## config.mk

```make
export PLATFORM = sky130hd
export DESIGN_NAME = ascii_to_unsigned_parser_flat
export DESIGN_NICKNAME = d
export VERILOG_FILES = /design/src/design/asu_pkg.sv /design/src/design/asu_ifs.sv /design/src/design/asu_in_stage.sv /design/src/design/asu_core.sv /design/src/design/asu_out_stage.sv /design/src/design/ascii_to_unsigned_parser.sv /design/src/flat_wrapper.sv
export SDC_FILE = /design/constraint.sdc
export NUM_CORES = 1
export LEC_CHECK = 0
export BUFFER_PORTS_ARGS = -buffer_cell sky130_fd_sc_hd__buf_2
export CAP_MARGIN = 20
export CELL_PAD_IN_SITES_DETAIL_PLACEMENT = 0
export CELL_PAD_IN_SITES_GLOBAL_PLACEMENT = 1
export CORE_MARGIN = 10
export CORE_UTILIZATION = 29
export CTS_BUF_LIST = sky130_fd_sc_hd__clkbuf_4 sky130_fd_sc_hd__clkbuf_8 sky130_fd_sc_hd__clkbuf_16
export DETAILED_ROUTE_END_ITERATION = 7
export PLACE_DENSITY = 0.65
export SYNTH_ARGS = -nofsm -noshare
export SYNTH_HDL_FRONTEND = slang
export SYNTH_HIERARCHICAL = 1
export SYNTH_SLANG_ARGS = --single-unit
```

## constraint.sdc

```tcl
create_clock -name clock -period 8.7 [get_ports clock]
set_input_delay 1.74 -clock clock [delete_from_list [all_inputs] [get_ports clock]]
set_output_delay 1.74 -clock clock [all_outputs]
set_load 0.005 [all_outputs]
```

## src/design/asu_pkg.sv

```systemverilog
// asu_pkg: types, character codes and digit decode shared by the
// ascii_to_unsigned_parser modules; no dependencies
package asu_pkg;

   // parse phase of the current string
   typedef enum logic [2:0] {
      PH_SKIP   = 3'd0,
      PH_ZERO   = 3'd1,
      PH_DIGITS = 3'd2,
      PH_DRAIN  = 3'd3
   } phase_type;

   // decoded digit: ok is low for bytes that are not 0-9, a-f, A-F
   typedef struct packed {
      logic       ok;
      logic [3:0] val;
   } digit_type;

   localparam int CHAR_BITS  = 8;
   localparam int VALUE_BITS = 32;
   localparam int RADIX_BITS = 6;

   localparam logic [RADIX_BITS-1:0] RADIX_OCT = 6'd8;
   localparam logic [RADIX_BITS-1:0] RADIX_DEC = 6'd10;
   localparam logic [RADIX_BITS-1:0] RADIX_HEX = 6'd16;

   localparam logic [CHAR_BITS-1:0] CH_NUL    = 8'h00;
   localparam logic [CHAR_BITS-1:0] CH_TAB    = 8'h09;
   localparam logic [CHAR_BITS-1:0] CH_CR     = 8'h0D;
   localparam logic [CHAR_BITS-1:0] CH_SPACE  = 8'h20;
   localparam logic [CHAR_BITS-1:0] CH_ZERO   = 8'h30;
   localparam logic [CHAR_BITS-1:0] CH_NINE   = 8'h39;
   localparam logic [CHAR_BITS-1:0] CH_UPPER_A = 8'h41;
   localparam logic [CHAR_BITS-1:0] CH_UPPER_F = 8'h46;
   localparam logic [CHAR_BITS-1:0] CH_UPPER_X = 8'h58;
   localparam logic [CHAR_BITS-1:0] CH_LOWER_A = 8'h61;
   localparam logic [CHAR_BITS-1:0] CH_LOWER_F = 8'h66;
   localparam logic [CHAR_BITS-1:0] CH_LOWER_X = 8'h78;

   // map one byte to its digit value
   function automatic digit_type digit_decode(input logic [CHAR_BITS-1:0] c);
      digit_type d;
      logic [CHAR_BITS-1:0] diff;
      d    = '0;
      diff = '0;
      if (c >= CH_ZERO && c <= CH_NINE) begin
         diff  = c - CH_ZERO;
         d.ok  = 1'b1;
         d.val = diff[3:0];
      end else if (c >= CH_LOWER_A && c <= CH_LOWER_F) begin
         diff  = c - CH_LOWER_A + 8'd10;
         d.ok  = 1'b1;
         d.val = diff[3:0];
      end else if (c >= CH_UPPER_A && c <= CH_UPPER_F) begin
         diff  = c - CH_UPPER_A + 8'd10;
         d.ok  = 1'b1;
         d.val = diff[3:0];
      end
      return d;
   endfunction

endpackage

```

## src/design/asu_ifs.sv

```systemverilog
// asu_ifs: valid/ready channel interfaces for characters, results and the
// base select register; depends on asu_pkg

interface asu_req_if;
   import asu_pkg::*;
   logic                 valid;
   logic                 ready;
   logic [CHAR_BITS-1:0] character;
   modport source (output valid, output character, input ready);
   modport sink   (input valid, input character, output ready);
endinterface

interface asu_rsp_if #(parameter int OFFSET_BITS = 16);
   import asu_pkg::*;
   logic                  valid;
   logic                  ready;
   logic [VALUE_BITS-1:0] value;
   logic [OFFSET_BITS-1:0] end_offset;
   logic                  converted;
   modport source (output valid, output value, output end_offset, output converted,
                   input ready);
   modport sink   (input valid, input value, input end_offset, input converted,
                   output ready);
endinterface

interface asu_csr_if;
   import asu_pkg::*;
   logic                  valid;
   logic                  ready;
   logic [RADIX_BITS-1:0] data;
   modport source (output valid, output data, input ready);
   modport sink   (input valid, input data, output ready);
endinterface

```

## src/design/asu_in_stage.sv

```systemverilog
// asu_in_stage: input register holding one character word
// depends on asu_pkg and asu_req_if
module asu_in_stage
   import asu_pkg::*;
(
   input  logic                 clock,
   input  logic                 reset,
   asu_req_if.sink              req_bus,
   input  logic                 advance,
   output logic                 held_valid,
   output logic [CHAR_BITS-1:0] held_char
);

   logic                 valid_ff, valid_in;
   logic [CHAR_BITS-1:0] char_ff, char_in;
   logic                 take;

   // take a new word when empty or when the held one moves on
   assign req_bus.ready = !valid_ff || advance;
   assign take          = req_bus.valid && req_bus.ready;

   always_comb begin
      valid_in = valid_ff;
      char_in  = char_ff;
      if (take) begin
         valid_in = 1'b1;
         char_in  = req_bus.character;
      end else if (advance) begin
         valid_in = 1'b0;
      end
   end

   always_ff @(posedge clock) begin
      if (reset) begin
         valid_ff <= 1'b0;
      end else begin
         valid_ff <= valid_in;
      end
      char_ff <= char_in;
   end

   assign held_valid = valid_ff;
   assign held_char  = char_ff;

endmodule

```

## src/design/asu_core.sv

```systemverilog
// asu_core: parse state machine and digit accumulator, one character per cycle
// when fire is high; depends on asu_pkg
module asu_core
   import asu_pkg::*;
#(
   parameter int OFFSET_BITS = 16
) (
   input  logic                   clock,
   input  logic                   reset,
   input  logic                   fire,
   input  logic [CHAR_BITS-1:0]   character,
   input  logic [RADIX_BITS-1:0]  base_select,
   output logic                   emit,
   output logic [VALUE_BITS-1:0]  value,
   output logic [OFFSET_BITS-1:0] end_offset,
   output logic                   converted
);

   phase_type              phase_ff, phase_in;
   logic [RADIX_BITS-1:0]  radix_ff, radix_in;
   logic [VALUE_BITS-1:0]  acc_ff, acc_in;
   logic [OFFSET_BITS-1:0] pos_ff, pos_in;
   logic [OFFSET_BITS-1:0] mark_ff, mark_in;
   logic                   seen_ff, seen_in;

   digit_type              dv;
   logic [RADIX_BITS-1:0]  radix_eff;
   logic [OFFSET_BITS-1:0] pos_sat;
   logic [VALUE_BITS-1:0]  acc_mac;
   logic                   is_ws, is_nul, is_x, zero_prefix;
   logic                   do_digit, dig_ok, bump, restart;

   // character classes
   assign dv          = digit_decode(character);
   assign is_ws       = (character >= CH_TAB && character <= CH_CR) || character == CH_SPACE;
   assign is_nul      = character == CH_NUL;
   assign is_x        = character == CH_LOWER_X || character == CH_UPPER_X;
   assign zero_prefix = base_select == '0 && character == CH_ZERO;

   // radix in force for this character
   always_comb begin
      case (phase_ff)
         PH_SKIP:  radix_eff = (base_select != '0) ? base_select : RADIX_DEC;
         PH_ZERO:  radix_eff = RADIX_OCT;
         default:  radix_eff = radix_ff;
      endcase
   end

   // does this character go through the digit step, and is it a digit
   assign do_digit = (phase_ff == PH_SKIP && !is_ws && !is_nul && !zero_prefix) ||
                     (phase_ff == PH_ZERO && !is_x) ||
                     (phase_ff == PH_DIGITS);
   assign dig_ok   = dv.ok && ({2'b00, dv.val} < radix_eff);

   // saturating position and multiply-add
   assign pos_sat = (pos_ff == '1) ? pos_ff : pos_ff + 1'b1;
   assign acc_mac = acc_ff * VALUE_BITS'(radix_eff) + VALUE_BITS'(dv.val);

   assign bump    = (phase_ff == PH_SKIP && (is_ws || zero_prefix)) ||
                    (phase_ff == PH_ZERO && is_x) ||
                    (do_digit && dig_ok);
   assign restart = is_nul;

   // next phase
   always_comb begin
      phase_in = phase_ff;
      if (fire) begin
         case (phase_ff)
            PH_SKIP: begin
               if (is_ws || is_nul) begin
                  phase_in = PH_SKIP;
               end else if (zero_prefix) begin
                  phase_in = PH_ZERO;
               end else begin
                  phase_in = dig_ok ? PH_DIGITS : PH_DRAIN;
               end
            end
            PH_ZERO: begin
               if (is_x || dig_ok) begin
                  phase_in = PH_DIGITS;
               end else begin
                  phase_in = is_nul ? PH_SKIP : PH_DRAIN;
               end
            end
            PH_DIGITS: begin
               if (dig_ok) begin
                  phase_in = PH_DIGITS;
               end else begin
                  phase_in = is_nul ? PH_SKIP : PH_DRAIN;
               end
            end
            PH_DRAIN: phase_in = is_nul ? PH_SKIP : PH_DRAIN;
            default:  phase_in = PH_SKIP;
         endcase
      end
   end

   // datapath state and result word
   always_comb begin
      radix_in = radix_ff;
      acc_in   = acc_ff;
      pos_in   = pos_ff;
      mark_in  = mark_ff;
      seen_in  = seen_ff;
      emit     = fire && ((phase_ff == PH_SKIP && is_nul) || (do_digit && !dig_ok));
      if (fire) begin
         if (restart) begin
            radix_in = '0;
            acc_in   = '0;
            pos_in   = '0;
            mark_in  = '0;
            seen_in  = 1'b0;
         end else begin
            if (bump) begin
               pos_in = pos_sat;
            end
            if (phase_ff == PH_SKIP && zero_prefix) begin
               seen_in = 1'b1;
               mark_in = pos_sat;
            end
            if (phase_ff == PH_ZERO && is_x) begin
               radix_in = RADIX_HEX;
            end
            if (do_digit) begin
               radix_in = radix_eff;
               if (dig_ok) begin
                  acc_in  = acc_mac;
                  mark_in = pos_sat;
                  seen_in = 1'b1;
               end
            end
         end
      end
   end

   assign value      = acc_ff;
   assign end_offset = seen_ff ? mark_ff : '0;
   assign converted  = seen_ff;

   always_ff @(posedge clock) begin
      if (reset) begin
         phase_ff <= PH_SKIP;
         radix_ff <= '0;
         acc_ff   <= '0;
         pos_ff   <= '0;
         mark_ff  <= '0;
         seen_ff  <= 1'b0;
      end else begin
         phase_ff <= phase_in;
         radix_ff <= radix_in;
         acc_ff   <= acc_in;
         pos_ff   <= pos_in;
         mark_ff  <= mark_in;
         seen_ff  <= seen_in;
      end
   end

endmodule

```

## src/design/asu_out_stage.sv

```systemverilog
// asu_out_stage: result register feeding the result channel
// depends on asu_pkg and asu_rsp_if
module asu_out_stage
   import asu_pkg::*;
#(
   parameter int OFFSET_BITS = 16
) (
   input  logic                   clock,
   input  logic                   reset,
   input  logic                   load,
   input  logic [VALUE_BITS-1:0]  value,
   input  logic [OFFSET_BITS-1:0] end_offset,
   input  logic                   converted,
   output logic                   free,
   asu_rsp_if.source              rsp_bus
);

   logic                   valid_ff, valid_in;
   logic [VALUE_BITS-1:0]  value_ff, value_in;
   logic [OFFSET_BITS-1:0] offset_ff, offset_in;
   logic                   conv_ff, conv_in;

   // slot can take a word when empty or being drained this cycle
   assign free = !valid_ff || rsp_bus.ready;

   always_comb begin
      valid_in  = valid_ff;
      value_in  = value_ff;
      offset_in = offset_ff;
      conv_in   = conv_ff;
      if (load) begin
         valid_in  = 1'b1;
         value_in  = value;
         offset_in = end_offset;
         conv_in   = converted;
      end else if (rsp_bus.ready) begin
         valid_in = 1'b0;
      end
   end

   always_ff @(posedge clock) begin
      if (reset) begin
         valid_ff <= 1'b0;
      end else begin
         valid_ff <= valid_in;
      end
      value_ff  <= value_in;
      offset_ff <= offset_in;
      conv_ff   <= conv_in;
   end

   assign rsp_bus.valid      = valid_ff;
   assign rsp_bus.value      = value_ff;
   assign rsp_bus.end_offset = offset_ff;
   assign rsp_bus.converted  = conv_ff;

endmodule

```

## src/design/ascii_to_unsigned_parser.sv

```systemverilog
// ascii_to_unsigned_parser: streaming ascii to unsigned converter, top level
// the terminating character word is held in the input register, and the
// result word is then registered in the result register
// throughput: one character per cycle while the result slot is free
// reset: parser back to whitespace skip, base select 0 (prefix detect)
// depends on asu_pkg, asu_ifs, asu_in_stage, asu_core, asu_out_stage
module ascii_to_unsigned_parser
   import asu_pkg::*;
#(
   parameter int OFFSET_BITS = 16
) (
   input  logic      clock,
   input  logic      reset,
   asu_req_if.sink   req_bus,
   asu_rsp_if.source rsp_bus,
   asu_csr_if.sink   csr_bus
);

   logic [RADIX_BITS-1:0]  base_select_ff, base_select_in;
   logic                   held_valid;
   logic [CHAR_BITS-1:0]   held_char;
   logic                   out_free, fire, emit;
   logic [VALUE_BITS-1:0]  value;
   logic [OFFSET_BITS-1:0] end_offset;
   logic                   converted;

   // base select register, always writable
   assign csr_bus.ready  = 1'b1;
   assign base_select_in = (csr_bus.valid && csr_bus.ready) ? csr_bus.data : base_select_ff;

   always_ff @(posedge clock) begin
      if (reset) begin
         base_select_ff <= '0;
      end else begin
         base_select_ff <= base_select_in;
      end
   end

   // a held character is processed when the result slot can take a word
   assign fire = held_valid && out_free;

   asu_in_stage u_in (
      .clock      (clock),
      .reset      (reset),
      .req_bus    (req_bus),
      .advance    (fire),
      .held_valid (held_valid),
      .held_char  (held_char)
   );

   asu_core #(.OFFSET_BITS(OFFSET_BITS)) u_core (
      .clock       (clock),
      .reset       (reset),
      .fire        (fire),
      .character   (held_char),
      .base_select (base_select_ff),
      .emit        (emit),
      .value       (value),
      .end_offset  (end_offset),
      .converted   (converted)
   );

   asu_out_stage #(.OFFSET_BITS(OFFSET_BITS)) u_out (
      .clock      (clock),
      .reset      (reset),
      .load       (emit),
      .value      (value),
      .end_offset (end_offset),
      .converted  (converted),
      .free       (out_free),
      .rsp_bus    (rsp_bus)
   );

endmodule
```

## src/flat_wrapper.sv

```systemverilog
// flat-port wrapper written by rule: the top's interface ports become plain ports
module ascii_to_unsigned_parser_flat import asu_pkg::*;
#(
   parameter int OFFSET_BITS = 16
)
  (clock, reset, req_bus_valid, req_bus_character, req_bus_ready, rsp_bus_valid, rsp_bus_value, rsp_bus_end_offset, rsp_bus_converted, rsp_bus_ready, csr_bus_valid, csr_bus_data, csr_bus_ready);
  asu_req_if req_bus_i ();
  asu_rsp_if #(.OFFSET_BITS(OFFSET_BITS)) rsp_bus_i ();
  asu_csr_if csr_bus_i ();
  input  logic clock;
  input  logic reset;
  input wire logic [$bits(req_bus_i.valid)-1:0] req_bus_valid;
  input wire logic [$bits(req_bus_i.character)-1:0] req_bus_character;
  output wire logic [$bits(req_bus_i.ready)-1:0] req_bus_ready;
  output wire logic [$bits(rsp_bus_i.valid)-1:0] rsp_bus_valid;
  output wire logic [$bits(rsp_bus_i.value)-1:0] rsp_bus_value;
  output wire logic [$bits(rsp_bus_i.end_offset)-1:0] rsp_bus_end_offset;
  output wire logic [$bits(rsp_bus_i.converted)-1:0] rsp_bus_converted;
  input wire logic [$bits(rsp_bus_i.ready)-1:0] rsp_bus_ready;
  input wire logic [$bits(csr_bus_i.valid)-1:0] csr_bus_valid;
  input wire logic [$bits(csr_bus_i.data)-1:0] csr_bus_data;
  output wire logic [$bits(csr_bus_i.ready)-1:0] csr_bus_ready;
  assign req_bus_i.valid = req_bus_valid;
  assign req_bus_i.character = req_bus_character;
  assign req_bus_ready = req_bus_i.ready;
  assign rsp_bus_valid = rsp_bus_i.valid;
  assign rsp_bus_value = rsp_bus_i.value;
  assign rsp_bus_end_offset = rsp_bus_i.end_offset;
  assign rsp_bus_converted = rsp_bus_i.converted;
  assign rsp_bus_i.ready = rsp_bus_ready;
  assign csr_bus_i.valid = csr_bus_valid;
  assign csr_bus_i.data = csr_bus_data;
  assign csr_bus_ready = csr_bus_i.ready;
  ascii_to_unsigned_parser #(.OFFSET_BITS(OFFSET_BITS)) u_core (.clock(clock), .reset(reset), .req_bus(req_bus_i), .rsp_bus(rsp_bus_i), .csr_bus(csr_bus_i));
endmodule
```

==> impl_metrics.py, run 1 <==
metrics = {
    "outcome": {
        "status": "completed",
    },
    "clock_tree": {
        "post_cts_resized": 0,
        "post_cts_buffers": 0,
        "cts-root-buf": "clkbuf_16",
        "insertion_delay_ps": 430,
        "clock_sinks": 138,
        "cts.reportedPaths.clkPinSlew_ps": 60,
        "h-tree-depth": 4,
        "cts_buffer_depth": 2,
        "holdBufCountCts": 0,
        "cts_made_buffers": 17,
        "cts_tree": "yes",
    },
    "logic_synthesis": {
        "syn_avg_cell_area_um2": 10.3,
        "ys_seq_area_share_pct": 30.4,
        "syn_area_um2": 11000,
        "synth_top_area_cell": "fa_1",
        "synth_top_area_share_pct": 20.1,
        "ys_ff_latch": 138,
        "synth-edff-count": 57,
        "yosys-top-cells-area": "fa_1 (20%), edfxtp_1 (16%), dfxtp_1 (15%)",
        "synth-async-reset-ratio_pct": 0,
        "syn_nets": 1270,
        "synth_warnings": 6,
        "syn_inst": 1068,
        "synth.most_common_cell": "and2_1",
        "synth_flop_cell": "dfxtp_1",
        "synth_common_cells": "and2_1 (182), fa_1 (110), dfxtp_1 (81)",
        "yosysUniqueCellTypes": 76,
    },
    "global_routing": {
        "gr-usage-all-layers_pct": 12.6,
        "grt_max_degree": 47,
        "grt_pass1_vias": 8562,
        "antenna_found_initial": 0,
        "grt_pass1_wl_mm": 47.0,
        "top_usage_layer": "met2",
        "use_met2_pct": 20.1,
        "grtUsageMet1_pct": 16.7,
        "overflow": 0,
        "use_met3_pct": 2.93,
    },
    "worst_setup_path": {
        "rrSetupSlack_ps": 2570,
        "reg2reg_from": "u_core/base_select_ff[2]",
        "rr_worst_depth": 21,
        "cp_max_fo": 31,
        "r2r_end": "u_core/u_core/value[30]",
        "startpoint_type": "flop",
        "worstPathRequired_ps": 9030,
        "critical_path_arrival_ps": 6460,
        "endpoint": "u_core/u_core/value[30]",
        "end_kind": "flop",
        "cp-startpoint": "u_core/base_select_ff[2]",
        "path_class": "reg -> reg",
    },
    "power": {
        "ir_drop_mv": 0.146,
        "power_density_nw_per_um2": 126,
        "power.internal_uw": 1150,
        "p_leak_uw": 0.00581,
        "switching_power_uw": 421,
        "clkPwrFrac_pct": 45.7,
        "swShare_pct": 26.8,
        "power_frac_comb_pct": 9.0,
        "seqPwrFrac_pct": 45.3,
        "power_uw": 1570,
    },
    "finish": {
        "fin_util_pct": 33.2,
        "num-fill-cells": 3874,
        "layout-drive-gt1-share_pct": 12.7,
        "area_delta_synth_final_pct": 13.6,
        "layout.nets": 1327,
        "final_cells": 1649,
        "n_antenna_cell": 0,
    },
    "sta": {
        "clock_skew_ps": 7.80,
        "max_freq_mhz": 163,
        "slew_viol_final": 0,
        "worstMarginPinSlew_ps": 1100,
        "max_slew_margin_pct": 26.8,
        "hold_viol_final": 0,
        "rsz0062_at_grt": "no",
        "hold_slack_ps": 454,
        "fin_setup_tns_ps": 0,
        "setup_viol": 0,
        "fin_crit_sh_pct": 70.5,
        "min_period_ps": 6130,
    },
    "route": {
        "drt_iter0_drc": 390,
        "first_pass_iters": 5,
        "drc": 0,
        "final_antenna_net_count": 0,
        "wl_mm": 27.9,
        "vias_per_cell": 4.84,
        "dr_total_vias": 7987,
        "route.detailed.wl_per_inst_um": 16.9,
    },
    "floorplanning": {
        "fp-row-count": 71,
        "ioPinCount": 71,
        "die_area_um2": 46000,
        "core_area_um2": 37500,
        "dieHeight_um": 214,
        "initial_core_util_pct": 29.2,
        "die_w_um": 214,
    },
    "place": {
        "portBuffers": 69,
        "place.gp.congestion": 0.798,
        "dp_cells": 1617,
        "hpwl_mm": 20.6,
    },
    "flow_run": {
        "drv_cap": 0,
    },
    "worst_hold_path": {
        "min-delay-path-class": "reg -> reg",
    },
}
## power groups by stage
stage / sequential, uW / clock, uW / combinational (uW)
after global placement: 725 / 0 / 141
after CTS: 712 / 738 / 144
after floorplan: 722 / 0 / 81.7
after detailed placement: 725 / 0 / 144
final: 711 / 716 / 141
after global routing: 714 / 765 / 157
## layout by cell type (no fill, tap or decap), drive strengths merged, types with 27 or more instances in the layout
cell type | synthesis | layout
nor2 | 54 | 54
xnor2 | 27 | 27
buf | 8 | 81
ha | 73 | 73
and2 | 183 | 183
fa | 110 | 110
a21o | 28 | 28
nor3 | 27 | 27
dfxtp | 81 | 81
o21ai | 32 | 32
nand2 | 59 | 59
inv | 43 | 49
edfxtp | 57 | 57
a21oi | 65 | 65
## per-stage QoR
step                worst slack (ps)  instance area, um2
global route                    2120               12500
finish                          2570               12500
floorplan                       2880               11000
CTS                             2520               12500
detailed placement              2570               11900
global placement                2620               11900
## worst min-delay path by stage
stage / from / end / cells past startpoint
2_1_floorplan: u_core/u_core/mark_ff[2] / u_core/u_core/mark_ff[2] / 1
3_3_place_gp: u_core/u_core/mark_ff[2] / u_core/u_core/mark_ff[2] / 1
3_5_place_dp: u_core/u_core/mark_ff[2] / u_core/u_core/mark_ff[2] / 1
4_1_cts: u_core/u_core/mark_ff[2] / u_core/u_core/mark_ff[2] / 1
5_1_grt: u_core/u_core/mark_ff[2] / u_core/u_core/mark_ff[2] / 1
6_report: u_core/u_core/mark_ff[2] / u_core/u_core/mark_ff[2] / 1
## cells by family after synthesis
| family | count (synthesis) | share of synthesized area [%] |
|---|---|---|
| and+or+nand+nor | 401 | 20.7 |
| AOI/OAI and AO/OA | 213 | 13.6 |
| adders and majority gates | 183 | 28.4 |
| DFF | 138 | 30.4 |
| buffers and inverters | 86 | 3.10 |
| xor gates and xnor gates | 38 | 3.04 |
| muxes | 8 | 0.742 |
| other | 1 | 0.0342 |
## worst max-delay path: stages (launching register included)
cell      delay [ps]
dfxtp_1          330
or4_1            540
nor3_2           220
nor3_1            90
o21ai_2          120
buf_4            350
nand2_1          120
fa_1             470
fa_1             570
inv_1             70
fa_1             470
ha_1             300
ha_1             330
and3_1           160
a22oi_1          100
a21oi_1          350
a31o_2           260
nor3b_2          300
a31oi_1          200
o311ai_1         350
xor2_1           100
a22o_1           200
## area by class of cell
cell class                      count  area [um2]  share of cell area, %
Tap cell                          511         639                   5.13
Multi-Input combinational cell    844        7310                   58.7
Sequential cell                   138        3330                   26.8
Clock inverter                     11        81.3                  0.653
Inverter                           43         161                   1.30
Clock buffer                       21         490                   3.94
Timing Repair Buffer               81         435                   3.50
## routing by layer
metal | up-vias | share of wire [%] | routed length, um
li1 | 3824 | - | -
met1 | 4022 | 48 | 13400
met2 | 120 | 46 | 12900
met3 | 21 | 4.5 | 1270
met4 | 0 | 1.1 | 306
met5 | - | 0 | 0
## registers in the layout, summed over array words and instances (netlist names)
register	flops
u_core/base_select_ff	6
u_core/u_in/held_valid	1
u_core/u_core/value	32
u_core/u_out/rsp_bus.valid	1
u_core/u_core/converted	1
u_core/u_in/held_char	8
u_core/u_core/pos_ff	16
u_core/u_out/rsp_bus.converted	1
u_core/u_out/rsp_bus.value	32
u_core/u_out/rsp_bus.end_offset	16
u_core/u_core/mark_ff	16
u_core/u_core/radix_ff	6
u_core/u_core/phase_ff	2
Power figures use the tool's default switching activity.
==> inputs of run 2 (changes only) <==
--- a/config.mk
+++ b/config.mk
@@ -5,6 +5,7 @@
 export SDC_FILE = /design/constraint.sdc
 export NUM_CORES = 1
 export LEC_CHECK = 0
+export ABC_AREA = 1
 export BUFFER_PORTS_ARGS = -buffer_cell sky130_fd_sc_hd__buf_2
 export CAP_MARGIN = 20
 export CELL_PAD_IN_SITES_DETAIL_PLACEMENT = 0
@@ -13,7 +14,7 @@
 export CORE_UTILIZATION = 29
 export CTS_BUF_LIST = sky130_fd_sc_hd__clkbuf_4 sky130_fd_sc_hd__clkbuf_8 sky130_fd_sc_hd__clkbuf_16
 export DETAILED_ROUTE_END_ITERATION = 7
-export PLACE_DENSITY = 0.65
+export PLACE_DENSITY = 0.69
 export SYNTH_ARGS = -nofsm -noshare
 export SYNTH_HDL_FRONTEND = slang
 export SYNTH_HIERARCHICAL = 1
==> constraint.sdc (replaced) <==
create_clock -name clock -period 5.2 [get_ports clock]
set_input_delay 1.04 -clock clock [delete_from_list [all_inputs] [get_ports clock]]
set_output_delay 1.04 -clock clock [all_outputs]
set_load 0.005 [all_outputs]
==> impl_metrics.py, run 2 <==
metrics = {
    "outcome": {
        "status": "completed",
    },
    "logic_synthesis": {
        "synth_warnings": 6,
        "syn_avg_cell_area_um2": 7.90,
        "synth-compound-area-share_pct": 9.69,
        "syn_inst": 1506,
        "synth-async-reset-ratio_pct": 0,
        "synthMuxAreaShare_pct": 0,
        "synth-edff-count": 57,
        "ys_seq_area_share_pct": 28.0,
        "synth-simple-area-share_pct": 26.7,
        "yosys-top-cells-area": "fa_1 (19%), edfxtp_1 (14%), dfxtp_1 (14%)",
        "ys_ff_latch": 138,
        "syn_nets": 1708,
        "yosysUniqueCellTypes": 47,
        "synth_top_area_share_pct": 18.5,
        "post_synth_fa_ha_maj_area_fraction_pct": 26.2,
        "synth_xor_area_share_pct": 1.55,
        "synth_top_area_cell": "fa_1",
        "synth_top_family_by_area": "simple AND/OR/NAND/NOR gates",
        "synth_flop_cell": "dfxtp_1",
        "syn_area_um2": 11900,
        "synth.most_common_cell": "nand2_1",
        "synth_common_cells": "nand2_1 (320), nor2_1 (252), inv_1 (174)",
    },
    "worst_setup_path": {
        "cp_max_fo": 11,
        "crit_slowest_cell": "fa_1",
        "path_class": "reg -> reg",
        "startpoint_type": "flop",
        "rrSetupSlack_ps": 240,
        "end_kind": "flop",
        "critical_path_arrival_ps": 5350,
        "max_stage_delay_ps": 540,
        "worstPathRequired_ps": 5590,
        "cp_common_cell": "nand2_1",
        "path_cells": "inv_1 > or2_2 > nand2_1 > buf_4 > nor2_1 > fa_1 > fa_1 > fa_1 > ha_1 > ha_1 > nand2_1 > nor2_1 > nand2_1 > o21bai_2 > nand2_1 > nand2_1 > inv_1 > nand2_1 > nand3_1 > a21oi_2",
    },
    "place": {
        "place.gp.congestion": 0.898,
        "hpwl_mm": 25.9,
        "portBuffers": 69,
        "placed_area_um2": 12900,
    },
    "sta": {
        "min_period_ps": 4960,
        "fin_setup_tns_ps": 0,
        "fin_crit_sh_pct": 95.4,
        "max_slew_margin_pct": 40.6,
        "hold_slack_ps": 437,
        "slew_viol_final": 0,
        "max_freq_mhz": 202,
        "worstMarginPinSlew_ps": 890,
        "clock_skew_ps": 14.0,
        "rsz0062_at_grt": "no",
        "hold_viol_final": 0,
        "setup_viol": 0,
    },
    "finish": {
        "layout-drive-gt1-share_pct": 13.6,
        "final_common_cell": "nand2_1",
        "layout.nets": 1780,
        "area_delta_synth_final_pct": 14.2,
        "design_area_um2": 13600,
        "most-common-layout-cells": "nand2_1 (319), nor2_1 (247), inv_1 (174), fa_1 (110), a21oi_1 (96)",
    },
    "power": {
        "swShare_pct": 31.5,
        "switching_power_uw": 912,
        "power_density_nw_per_um2": 213,
        "power_uw": 2890,
        "p_leak_uw": 0.00619,
        "power_frac_comb_pct": 14.5,
        "clkPwrFrac_pct": 43.8,
        "seqPwrFrac_pct": 41.7,
        "power.internal_uw": 1980,
        "ir_drop_mv": 0.161,
    },
    "route": {
        "wl_mm": 34.2,
        "route.detailed.wl_per_inst_um": 16.1,
        "final_antenna_net_count": 0,
        "drt_iter0_drc": 753,
        "drc": 0,
        "vias_per_cell": 4.77,
        "dr_total_vias": 10129,
        "first_pass_iters": 5,
    },
    "clock_tree": {
        "cts.reportedPaths.clkPinSlew_ps": 70,
        "cts-root-buf": "clkbuf_16",
        "insertion_delay_ps": 450,
        "holdBufCountCts": 0,
        "cts_tree": "yes",
        "cts_made_buffers": 17,
        "h-tree-depth": 4,
        "cts_buffer_depth": 2,
        "clock_sinks": 138,
    },
    "floorplanning": {
        "initial_core_util_pct": 29.3,
        "core_area_um2": 40600,
        "fp-row-count": 74,
        "die_area_um2": 49500,
        "die_w_um": 222,
        "ioPinCount": 71,
        "dieHeight_um": 222,
    },
    "global_routing": {
        "gr-usage-all-layers_pct": 13.8,
        "antenna_found_initial": 1,
        "overflow": 0,
        "grt_pass1_wl_mm": 55.5,
        "grt_max_degree": 39,
        "grt_pass1_vias": 10239,
    },
    "flow_run": {
        "drv_cap": 0,
    },
    "worst_hold_path": {
        "min-delay-path-class": "reg -> reg",
    },
}
## run 2: changes by cell type in the layout (fill, tap and decap cells not counted), sizes merged, moves of 11 or more
cell,previous run,this run
buf,81,97
and3,12,1
nand2b,13,0
inv,49,194
nand3,14,76
a21o,28,6
and2,183,0
nand2,59,342
a22o,26,0
a21oi,65,115
xnor2,27,3
nor2,54,260
o21ai,32,62
## run 2: worst paths after layout
kind	from	end	cells after the start
setup reg to reg	u_core/u_core/phase_ff[1]	u_core/u_core/value[31]	20
hold reg to reg	u_core/u_core/value[4]	u_core/u_out/rsp_bus.value[4]	0
setup / recovery	u_core/u_core/phase_ff[1]	u_core/u_core/value[31]	20
hold / removal	u_core/u_core/value[4]	u_core/u_out/rsp_bus.value[4]	0
## run 2: metal layers
layer | GRT usage (%) | part of all wire (%)
met1 | 18.6 | 48
met2 | 22.4 | 46
met3 | 2.21 | 4.6
met4 | 3.68 | 1.4
met5 | 0 | 0
## run 2: kinds of logic (layout without fill, tap and decap cells)
kind of cell | after synthesis | in the layout
other | 1 | 2
adders and majority gates | 183 | 183
DFF | 138 | 138
buffers and inverters | 227 | 312
and+or+nand+nor | 733 | 733
xor gates and xnor gates | 21 | 21
AOI/OAI and AO/OA | 203 | 203
## run 2: through the flow
stage	setup slack [ps]	utilization [%]	instances
2_1_floorplan	91.1	-	1506
3_5_place_dp	107	31.8	2090
3_3_place_gp	175	31.8	2090
6_report	239	33.4	2124
4_1_cts	81.8	33.2	2122
5_1_grt	22.1	33.4	2123
## run 2: power groups by stage
stage	clock network [uW]	logic, uW	registers (uW)
2_1_floorplan	0	247	1230
3_3_place_gp	0	417	1230
3_5_place_dp	0	419	1230
4_1_cts	1290	421	1210
5_1_grt	1340	463	1210
6_report	1270	418	1210
## run 2: timing repair
item	CTS	global route
endpoints found under the setup margin	0	20
gates resized for setup	0	22
buffers inserted	0	1
## run 2: final cells by class
type	count	area, um2
tap	532	666
sequential	138	3340
antenna	1	2.50
multi-input combinational	1141	7700
inverter	183	687
clock buffer	18	450
clock inverter	14	143
timing repair buffer	97	597
fill	4287	27100
## run 2: critical path: cells and delay by family (launching register included)
family          cells  cell delay [ps]
flops               1              400
compound gates      2              450
fa+ha+maj           5             2210
simple gates       10             1450
buf+inv             3              390
